`config.mk`:
```
export PLATFORM = sky130hd
export DESIGN_NAME = tiered_retry_backoff_gate
export DESIGN_NICKNAME = d
export VERILOG_FILES = /design/src/hdl/trbg_pkg.sv /design/src/hdl/tiered_retry_backoff_gate.sv
export SDC_FILE = /design/constraint.sdc
export NUM_CORES = 1
export LEC_CHECK = 0
export BUFFER_PORTS_ARGS = -buffer_cell sky130_fd_sc_hd__buf_4
export CORE_ASPECT_RATIO = 0.75
export CORE_MARGIN = 2
export CORE_UTILIZATION = 50
export DETAILED_ROUTE_END_ITERATION = 7
export PLACE_DENSITY = 0.77
export SYNTH_ARGS = -nofsm -noshare
export SYNTH_HDL_FRONTEND = slang
export SYNTH_SLANG_ARGS = --single-unit
export TNS_END_PERCENT = 10
```
`constraint.sdc`:
```
create_clock -name clock -period 5.04 [get_ports clock]
set_clock_uncertainty 0.05 [all_clocks]
set_input_delay 1.008 -clock clock [delete_from_list [all_inputs] [get_ports clock]]
set_output_delay 1.008 -clock clock [all_outputs]
set_load 0.02 [all_outputs]
```
`src/hdl/trbg_pkg.sv`:
```
// Shared types and constants for the tiered retry backoff gate.
`default_nettype none

package trbg_pkg;

   localparam int unsigned TickWidth  = 32;
   localparam int unsigned DelayWidth = 16;
   localparam int unsigned CountWidth = 2;
   localparam int unsigned FuncWidth  = 3;
   localparam int unsigned CsrIndexWidth = 2;

   localparam logic [DelayWidth-1:0] FirstDelayReset    = 16'd2;
   localparam logic [DelayWidth-1:0] SecondDelayReset   = 16'd5;
   localparam logic [DelayWidth-1:0] RecoveryDelayReset = 16'd20;

   localparam logic [CountWidth-1:0] CountMax = 2'd3;

   typedef enum logic [FuncWidth-1:0] {
      FUNC_FAILURE = 3'd0,
      FUNC_PREPARE = 3'd1,
      FUNC_SUCCESS = 3'd2,
      FUNC_RESTORE = 3'd3,
      FUNC_CLEAR   = 3'd4
   } func_type;

   typedef enum logic [CsrIndexWidth-1:0] {
      CSR_FIRST_DELAY    = 2'd0,
      CSR_SECOND_DELAY   = 2'd1,
      CSR_RECOVERY_DELAY = 2'd2
   } csr_index_type;

   typedef struct packed {
      logic                  proceed;
      logic                  restore_bus;
      logic [CountWidth-1:0] failure_count;
   } rsp_word_type;

endpackage

`default_nettype wire

```
`src/hdl/tiered_retry_backoff_gate.sv`:
```
// Top level of the tiered retry backoff gate: event decode, state update and output buffer.
//
// Events arrive on the req_ channel (valid/ready); each accepted word produces
// exactly one response word on the rsp_ channel. The event is decoded against
// the current backoff state in the cycle it is accepted, the state is updated at
// that edge, and the response is registered in the output register, or in the
// skid entry while it is held. Throughput is one event per cycle while req_ready
// is high; the 32-bit deadline add and wrap-safe subtract-compare are combinational.
// The response side has an output register plus one skid entry, so an event can
// still be accepted while a finished response waits. When the receiver stalls
// with both entries full, req_ready drops and rises again in the cycle after
// the receiver takes a word.
// The csr_ port writes the three delay registers at any clock edge with
// csr_write_enable high; index three is ignored. Delays should only change
// while no event is in flight.
// Synchronous reset restores the delays to 2, 5 and 20 ms, clears the
// deadline, the pending recovery flag and the failure count, and empties the
// response buffer.
`default_nettype none

module tiered_retry_backoff_gate
   import trbg_pkg::*;
(
   input  wire logic                     clock,
   input  wire logic                     reset,
   input  wire logic                     req_valid,
   output      logic                     req_ready,
   input  wire logic [FuncWidth-1:0]     req_func,
   input  wire logic [TickWidth-1:0]     req_now_ms,
   input  wire logic                     req_transport_related,
   input  wire logic                     req_scheduler_running,
   output      logic                     rsp_valid,
   input  wire logic                     rsp_ready,
   output      logic                     rsp_proceed,
   output      logic                     rsp_restore_bus,
   output      logic [CountWidth-1:0]    rsp_failure_count,
   input  wire logic                     csr_write_enable,
   input  wire logic [CsrIndexWidth-1:0] csr_index,
   input  wire logic [DelayWidth-1:0]    csr_write_data
);

   logic [DelayWidth-1:0] first_delay_ff, second_delay_ff, recovery_delay_ff;

   logic [TickWidth-1:0]  deadline_ff, deadline_in;
   logic                  pending_ff, pending_in;
   logic [CountWidth-1:0] count_ff, count_in;

   logic                  out_valid_ff, out_valid_in;
   rsp_word_type          out_word_ff, out_word_in;
   logic                  skid_valid_ff, skid_valid_in;
   rsp_word_type          skid_word_ff, skid_word_in;

   logic                  req_accept;
   logic                  rsp_pop;
   logic [CountWidth-1:0] fail_count;
   logic [DelayWidth-1:0] fail_delay;
   logic [TickWidth-1:0]  fail_deadline;
   logic [TickWidth-1:0]  since_deadline;
   logic                  may_proceed;
   rsp_word_type          new_word;

   always_ff @(posedge clock) begin
      if (reset) begin
         first_delay_ff    <= FirstDelayReset;
         second_delay_ff   <= SecondDelayReset;
         recovery_delay_ff <= RecoveryDelayReset;
      end else if (csr_write_enable) begin
         unique case (csr_index)
            CSR_FIRST_DELAY:    first_delay_ff    <= csr_write_data;
            CSR_SECOND_DELAY:   second_delay_ff   <= csr_write_data;
            CSR_RECOVERY_DELAY: recovery_delay_ff <= csr_write_data;
            default: begin
            end
         endcase
      end
   end

   assign req_ready  = !skid_valid_ff;
   assign req_accept = req_valid && req_ready;
   assign rsp_pop    = out_valid_ff && rsp_ready;

   always_comb begin
      if (!req_transport_related) begin
         fail_count = '0;
      end else if (count_ff == CountMax) begin
         fail_count = CountMax;
      end else begin
         fail_count = count_ff + 1'b1;
      end
   end

   always_comb begin
      if (req_transport_related && fail_count == CountMax) begin
         fail_delay = recovery_delay_ff;
      end else if (req_transport_related && fail_count == 2'd2) begin
         fail_delay = second_delay_ff;
      end else begin
         fail_delay = first_delay_ff;
      end
   end

   assign fail_deadline  = req_now_ms + {{(TickWidth-DelayWidth){1'b0}}, fail_delay};
   assign since_deadline = req_now_ms - deadline_ff;
   assign may_proceed    = (deadline_ff == '0) || !since_deadline[TickWidth-1];

   always_comb begin
      deadline_in = deadline_ff;
      pending_in  = pending_ff;
      count_in    = count_ff;
      new_word    = '0;
      unique case (req_func)
         FUNC_FAILURE: begin
            deadline_in = fail_deadline;
            count_in    = fail_count;
            if (req_transport_related && fail_count == CountMax) begin
               pending_in = 1'b1;
            end
         end
         FUNC_PREPARE: begin
            if (may_proceed) begin
               deadline_in      = '0;
               new_word.proceed = 1'b1;
               if (pending_ff) begin
                  new_word.restore_bus = 1'b1;
                  pending_in           = 1'b0;
                  count_in             = '0;
               end
            end
         end
         FUNC_SUCCESS: begin
            count_in = '0;
         end
         FUNC_RESTORE: begin
            if (req_scheduler_running) begin
               pending_in  = 1'b1;
               deadline_in = '0;
            end else begin
               new_word.restore_bus = 1'b1;
               pending_in           = 1'b0;
               count_in             = '0;
            end
         end
         FUNC_CLEAR: begin
            deadline_in = '0;
            pending_in  = 1'b0;
            count_in    = '0;
         end
         default: begin
         end
      endcase
      new_word.failure_count = count_in;
   end

   always_ff @(posedge clock) begin
      if (reset) begin
         deadline_ff <= '0;
         pending_ff  <= 1'b0;
         count_ff    <= '0;
      end else if (req_accept) begin
         deadline_ff <= deadline_in;
         pending_ff  <= pending_in;
         count_ff    <= count_in;
      end
   end

   always_comb begin
      out_valid_in  = out_valid_ff;
      out_word_in   = out_word_ff;
      skid_valid_in = skid_valid_ff;
      skid_word_in  = skid_word_ff;
      if (!out_valid_ff || rsp_pop) begin
         if (skid_valid_ff) begin
            out_valid_in  = 1'b1;
            out_word_in   = skid_word_ff;
            skid_valid_in = 1'b0;
         end else begin
            out_valid_in = req_accept;
            out_word_in  = new_word;
         end
      end else if (req_accept) begin
         skid_valid_in = 1'b1;
         skid_word_in  = new_word;
      end
   end

   always_ff @(posedge clock) begin
      if (reset) begin
         out_valid_ff  <= 1'b0;
         skid_valid_ff <= 1'b0;
      end else begin
         out_valid_ff  <= out_valid_in;
         skid_valid_ff <= skid_valid_in;
      end
      out_word_ff  <= out_word_in;
      skid_word_ff <= skid_word_in;
   end

   assign rsp_valid         = out_valid_ff;
   assign rsp_proceed       = out_word_ff.proceed;
   assign rsp_restore_bus   = out_word_ff.restore_bus;
   assign rsp_failure_count = out_word_ff.failure_count;

   skid_needs_output: assert property (@(posedge clock) disable iff (reset)
      skid_valid_ff |-> out_valid_ff)
      else $error("Skid entry holds a word while the output register is empty.");

   restore_clears_count: assert property (@(posedge clock) disable iff (reset)
      (rsp_valid && rsp_restore_bus) |-> (rsp_failure_count == '0))
      else $error("Bus restore reported with a nonzero failure count.");

   clear_empties_state: assert property (@(posedge clock) disable iff (reset)
      (req_accept && req_func == FUNC_CLEAR) |=>
         (deadline_ff == '0 && !pending_ff && count_ff == '0))
      else $error("Clear event left backoff state behind.");

   proceed_clears_deadline: assert property (@(posedge clock) disable iff (reset)
      (req_accept && req_func == FUNC_PREPARE && may_proceed) |=> (deadline_ff == '0))
      else $error("Proceed left a backoff deadline armed.");

endmodule

`default_nettype wire

```
Word-level counts from Yosys, hierarchy flattened
Index checks and enable logic that the tools add are counted.
Word-level totals
  register bits: 93
  input bits: 60
  output and inout bits: 6
  word-level logic and storage cells: 73
Operators by class
  $add $sub $neg: 3
  equality and inequality tests: 12
  mux-type cells: 22
  bitwise logic cells: 1
  reductions and logical operators: 21
Operators with widths (count)
  $pmux W32 S4: 1
  $mux W32: 2
  $add A32 B16 Y32: 1
  $logic_not A32 Y1: 1
  $mux W16: 2
  $sub A32 B32 Y32: 1
  $mux W2: 6
  $eq A2 B2 Y1 const B: 4
  $pmux W2 S4: 1
  $reduce_and A2 Y1: 4
  $reduce_and A4 Y1: 2
  $mux W1: 7
  $eq A3 B2 Y1 const B: 2
  $ne A2 B2 Y1 const B: 3
  $logic_and A1 B1 Y1: 4
  $mux W4: 1
  $pmux W1 S4: 1
  $reduce_bool A4 Y1: 1
  $reduce_or A2 Y1: 2
  $eq A3 B1 Y1 const B: 1
  $eq A3 B3 Y1 const B: 1
  $logic_not A1 Y1: 3
  $logic_not A3 Y1: 1
  $add A2 B1 Y2 const B: 1
  5 further kinds: 6

Longest topological paths before layout
  depth in word-level cells: 9
  mapped depth: 15
  mapped depth without buffers: 13

Worst setup path after synthesis
No wires, ideal clock.
  path type: in2reg
  start: in req_transport_related
  end: reg deadline_ff[22]
  setup time: 0.117 ns
  data arrival time: 3.784 ns
  data required time: 4.873 ns
  setup slack: 1.089 ns
  cell stages on the path: 15
  buffers on the path: 2
  cells stage by stage: nand3b_1 -> clkbuf_1 -> buf_2 -> mux2i_1 -> o21ai_0 -> ha_1 -> fa_1 -> nand3_1 -> nand2_1 -> a21oi_1 -> o31ai_1 -> o21ai_0 -> nor2_1 -> xor2_1 -> a22o_1
On the way
  cells in the longest elaborated chain, start to end: 7
  elaborated cells on any way between the ends: 9
  classes of those cells: add/sub (1); eq/ne (2); mux (4); reduce/logical (2)
Ends and longest elaborated chain
  start, declared: line tiered_retry_backoff_gate.sv:30  | input wire logic req_transport_related,
  $mux W2: line tiered_retry_backoff_gate.sv:83  | if (!req_transport_related) begin
  $eq A2 B2 Y1: line tiered_retry_backoff_gate.sv:95  | end else if (req_transport_related && fail_count == 2'd2) begin
  $logic_and A1 B1 Y1: line tiered_retry_backoff_gate.sv:95
  $mux W16: line tiered_retry_backoff_gate.sv:95
  $mux W16 *: line tiered_retry_backoff_gate.sv:93  | if (req_transport_related && fail_count == CountMax) begin
  $add A32 B16 Y32 *: line tiered_retry_backoff_gate.sv:102  | assign fail_deadline = req_now_ms + {{(TickWidth-DelayWidth){1'b0}}, fail_delay};
  $pmux W32 S4 *: line tiered_retry_backoff_gate.sv:111  | unique case (req_func)
  end signal, assigned: line tiered_retry_backoff_gate.sv:160  | deadline_ff <= deadline_in;
  end, declared: line tiered_retry_backoff_gate.sv:44  | logic [TickWidth-1:0] deadline_ff, deadline_in;
Every way passes the cells marked *; elsewhere a longest branch is shown, timed or not.
A chain may end at the register's enable or synchronous reset.

Final worst setup path
  start: in req_transport_related
  end: reg deadline_ff[31]
Same word-level chain as after synthesis.

==> impl_results.html <==
<table>
<tr><th>Metric</th><th>Value</th></tr>
<tr><th colspan="2">Final layout</th></tr>
<tr><td>Number of antenna cells inserted</td><td>0</td></tr>
<tr><td>Area occupied by multi-input gates</td><td>3337 µm²</td></tr>
<tr><td>Share of the core filled with cells in the final layout</td><td>59.05%</td></tr>
<tr><td>Share of final-layout standard cells stronger than drive strength 1</td><td>13.18%</td></tr>
<tr><td>Final-layout fill cell count</td><td>988</td></tr>
<tr><td>Finished Cell Area</td><td>6436 µm²</td></tr>
<tr><td>FF/Latch Area</td><td>1942 µm²</td></tr>
<tr><td>Layout net count</td><td>842</td></tr>
<tr><td>Layout overhead on the synthesized area</td><td>15.34%</td></tr>
<tr><th colspan="2">Global routing</th></tr>
<tr><td>Number of global-route vias before repair</td><td>4974</td></tr>
<tr><td>Aggregate global routing overflow</td><td>0</td></tr>
<tr><td>Antenna violations before repair</td><td>0</td></tr>
<tr><td>Global-route wire length before repair</td><td>23030 µm</td></tr>
<tr><td>Pin count of the biggest net entering global routing</td><td>51</td></tr>
<tr><td>GR Util All Layers</td><td>23.79%</td></tr>
<tr><th colspan="2">Power and ir drop</th></tr>
<tr><td>VDD IR max</td><td>174.5 µV</td></tr>
<tr><td>Standby leakage power</td><td>0.002688 µW</td></tr>
<tr><td>Power Dens Cells</td><td>277.1 nW/µm²</td></tr>
<tr><th colspan="2">Placed design</th></tr>
<tr><td>Quantity of I/O buffers inserted on ports</td><td>65</td></tr>
<tr><td>Worst setup slack before clock tree synthesis</td><td>0.6815 ns</td></tr>
<tr><td>Detailed placement HPWL</td><td>10300 µm</td></tr>
<tr><td>Last weighted congestion value of the routability-driven placer</td><td>0.9286</td></tr>
<tr><td>Standard cell area after detailed placement</td><td>6130 µm²</td></tr>
<tr><th colspan="2">Die</th></tr>
<tr><td>Effective utilization at floorplan</td><td>51.19%</td></tr>
<tr><td>Core Rows</td><td>33</td></tr>
<tr><td>Core outline area</td><td>10900 µm²</td></tr>
<tr><td>Number of top-level pins</td><td>66</td></tr>
<tr><td>Die boundary width</td><td>126.0 µm</td></tr>
<tr><td>Die Area</td><td>12030 µm²</td></tr>
<tr><td>Height of the chip</td><td>95.49 µm</td></tr>
<tr><th colspan="2">CTS</th></tr>
<tr><td>Number of clock buffers inserted by TritonCTS</td><td>9</td></tr>
<tr><td>Number of buffers on the longest clock path</td><td>2</td></tr>
<tr><td>Post-CTS Setup Inserts</td><td>0</td></tr>
<tr><td>Count of hold-fix buffers inserted at cts</td><td>0</td></tr>
<tr><td>H-tree lvl count</td><td>3</td></tr>
<tr><td>Insertion delay to the later sink of the worst-skew pair</td><td>0.35 ns</td></tr>
<tr><td>TritonCTS clock tree</td><td>yes</td></tr>
<tr><td>Sinks on Clock Net</td><td>93</td></tr>
<tr><td>Clock Tree Root</td><td>sky130_fd_sc_hd__clkbuf_16</td></tr>
<tr><td>Clock-pin slew of the registers on the worst-case setup and hold paths</td><td>0.07 ns</td></tr>
<tr><td>Post-cts resize count</td><td>0</td></tr>
<tr><th colspan="2">Setup path</th></tr>
<tr><td>Crit path capture type</td><td>flop</td></tr>
<tr><td>Critical path arrival</td><td>4.24 ns</td></tr>
<tr><td>Critical path class</td><td>in -&gt; reg</td></tr>
<tr><td>Kind of start point of the critical path</td><td>input port</td></tr>
<tr><td>Data required time of the worst path</td><td>5.23 ns</td></tr>
<tr><td>CP max FO</td><td>20</td></tr>
<tr><th colspan="2">STA</th></tr>
<tr><td>Final worst-path cycle share</td><td>80.31%</td></tr>
<tr><td>Final hold viol count</td><td>0</td></tr>
<tr><td>Min cycle time layout</td><td>4.048 ns</td></tr>
<tr><td>Unrepaired setup endpoints after global routing</td><td>false</td></tr>
<tr><td>Number of slew-limit violations in the final report</td><td>0</td></tr>
<tr><td>Worst slew pin tran</td><td>1.097 ns</td></tr>
<tr><td>Worst hold slack across all endpoints</td><td>0.4038 ns</td></tr>
<tr><td>Worst slew margin relative to its limit</td><td>26.84%</td></tr>
<tr><td>Achievable clock frequency</td><td>247.1 MHz</td></tr>
<tr><td>Finish-stage setup viols</td><td>0</td></tr>
<tr><td>Worst setup slack after layout</td><td>0.9923 ns</td></tr>
<tr><td>Setup tns final</td><td>0 ns</td></tr>
<tr><th colspan="2">Synth</th></tr>
<tr><td>Mapped Cells</td><td>681</td></tr>
<tr><td>Number of warnings printed during yosys synthesis</td><td>0</td></tr>
<tr><td>Most instantiated flip-flop cell in the synthesis netlist</td><td>sky130_fd_sc_hd__dfxtp_1</td></tr>
<tr><td>Number of register bits inferred by synthesis</td><td>93</td></tr>
<tr><td>Largest cells by area after synthesis</td><td>sky130_fd_sc_hd__dfxtp_1, sky130_fd_sc_hd__ha_1, sky130_fd_sc_hd__nand2_1</td></tr>
<tr><td>Area leader, netlist</td><td>sky130_fd_sc_hd__dfxtp_1</td></tr>
<tr><td>Share of async-settable or async-resettable flops after synthesis</td><td>0%</td></tr>
<tr><td>Area of the mapped netlist</td><td>5580 µm²</td></tr>
<tr><td>Yosys cell types</td><td>53</td></tr>
<tr><td>Portion of the post-synthesis area used by sequential elements</td><td>34.80%</td></tr>
<tr><td>Per-instance average area after synthesis</td><td>8.194 µm²</td></tr>
<tr><td>Post-synth net total</td><td>792</td></tr>
<tr><td>Post-synth EDFFs</td><td>8</td></tr>
<tr><td>Area share of the largest cell type after synthesis</td><td>30.49%</td></tr>
<tr><th colspan="2">Drt</th></tr>
<tr><td>Routed length per placed instance</td><td>15.96 µm</td></tr>
<tr><td>Number of remaining DRC errors</td><td>0</td></tr>
<tr><td>Via Count</td><td>5055</td></tr>
<tr><td>Aggregate routed wire length</td><td>13980 µm</td></tr>
<tr><td>DR iter-0 viols</td><td>449</td></tr>
<tr><td>Average via count per standard cell</td><td>5.771</td></tr>
<tr><td>Post-DRT Antenna Nets</td><td>0</td></tr>
<tr><td>Drt first pass iters</td><td>6</td></tr>
<tr><th colspan="2">Worst hold path</th></tr>
<tr><td>Class of the worst hold path</td><td>reg -&gt; reg</td></tr>
<tr><th colspan="2">Status</th></tr>
<tr><td>Result of the run</td><td>finished, final reports clean</td></tr>
<tr><th colspan="2">Run</th></tr>
<tr><td>Reported max-cap violation count</td><td>0</td></tr>
</table>
-- final timing paths --
kind,from,to,slack (ns),cells after the start
worst max-delay path,req_transport_related,deadline_ff[31],0.99,12
worst min-delay path,second_delay_ff[5],second_delay_ff[5],0.40,2
worst max register to register,count_ff[1],deadline_ff[31],1.29,11
worst min register to register,second_delay_ff[5],second_delay_ff[5],0.40,2
-- worst max-delay path, stage by stage --
cell and delay, ns:
sky130_fd_sc_hd__buf_4 0.10, sky130_fd_sc_hd__and2_1 0.51, sky130_fd_sc_hd__o21ai_0 0.29, sky130_fd_sc_hd__ha_1 0.34, sky130_fd_sc_hd__a21o_1 0.12, sky130_fd_sc_hd__a211oi_1 0.10, sky130_fd_sc_hd__o211ai_1 0.35, sky130_fd_sc_hd__a21oi_1 0.16
sky130_fd_sc_hd__a21oi_1 0.62, sky130_fd_sc_hd__nand4_1 0.23, sky130_fd_sc_hd__xnor2_1 0.18, sky130_fd_sc_hd__a22o_1 0.22
-- area by class of cell --
cell class,count,area share [%]
Inverter,40,2.333
Tap cell,140,2.722
Sequential cell,93,30.17
Clock inverter,7,1.264
Clock buffer,9,3.499
Multi-Input combinational cell,517,51.85
Timing Repair Buffer,70,8.165
-- report_power, final --
| group | switching [µW] | internal (µW) | total (µW) |
|---|---|---|---|
| registers | 15.2 | 770 | 785 |
| logic | 169 | 123 | 291 |
| clock network | 315 | 392 | 707 |
-- sequential cells by signal, indices dropped and copies added, names as in the netlist --
signal	count
rsp_valid	1
recovery_delay_ff	16
count_ff	2
deadline_ff	32
pending_ff	1
rsp_restore_bus	1
first_delay_ff	16
second_delay_ff	16
skid_word_ff	4
rsp_proceed	1
skid_valid_ff	1
rsp_failure_count	2
-- layer usage --
metal	wire [µm]	global-route usage (%)	up-vias
li1	-	-	2494
met2	6602	40.95	151
met5	0	0	-
met4	234	7.234	0
met1	6277	30.29	2387
met3	863	5.051	23
-- Yosys cell counts, drive strengths merged, types with 7 or more instances --
cell type / instances
nand2: 141
dfxtp: 85
a21oi: 84
ha: 50
inv: 40
o21ai: 37
a22o: 32
clkbuf: 25
nor2: 19
mux2i: 17
xnor2: 17
xor2: 14
nand4: 12
nand3: 9
nor4: 9
edfxtp: 8
and3: 7
nor3: 7
-- logic make-up after synthesis --
group                    after synthesis  share of synthesized area [%]
AO/OA/AOI/OAI                        188                          21.50
adder cells (fa/ha/maj)               51                          11.57
multiplexers                          18                          3.251
flip-flops                            93                          34.80
AND/OR/NAND/NOR                      229                          18.61
buffers and inverters                 71                          5.403
XOR/XNOR                              31                          4.865
-- cell usage in the layout (no fill, tap or decap), types with 3 or more instances in the layout --
cell	synthesis	layout
sky130_fd_sc_hd__o31ai_1	4	4
sky130_fd_sc_hd__nor4_1	9	9
sky130_fd_sc_hd__a211oi_1	5	5
sky130_fd_sc_hd__buf_4	0	70
sky130_fd_sc_hd__nand4_1	11	11
sky130_fd_sc_hd__o21ai_0	34	34
sky130_fd_sc_hd__and2_1	3	3
sky130_fd_sc_hd__and4_1	3	3
sky130_fd_sc_hd__o21ai_1	3	3
sky130_fd_sc_hd__nor2b_1	6	6
sky130_fd_sc_hd__inv_1	40	40
sky130_fd_sc_hd__xor2_1	14	14
sky130_fd_sc_hd__ha_1	50	50
sky130_fd_sc_hd__xnor2_1	17	17
sky130_fd_sc_hd__nand3b_1	3	3
sky130_fd_sc_hd__a22o_1	32	32
sky130_fd_sc_hd__dfxtp_1	85	85
sky130_fd_sc_hd__and3_1	7	7
sky130_fd_sc_hd__nor3_1	7	7
sky130_fd_sc_hd__nand2_1	141	141
sky130_fd_sc_hd__nand2b_1	4	4
sky130_fd_sc_hd__nor2_1	19	19
sky130_fd_sc_hd__mux2i_1	17	17
sky130_fd_sc_hd__a31oi_1	3	3
sky130_fd_sc_hd__clkbuf_16	0	9
sky130_fd_sc_hd__nand3_1	9	9
sky130_fd_sc_hd__a21o_1	4	4
sky130_fd_sc_hd__o211ai_1	6	6
sky130_fd_sc_hd__a21oi_1	83	83
sky130_fd_sc_hd__edfxtp_1	8	8
-- through the flow --
step | total power (µW) | cells
floorplan | 985.9 | 681
global placement | 1078 | 860
detailed placement | 1089 | 860
CTS | 1787 | 876
global route | 1861 | 876
finish | 1783 | 876
Note: power is estimated with default switching activity, not from simulation.
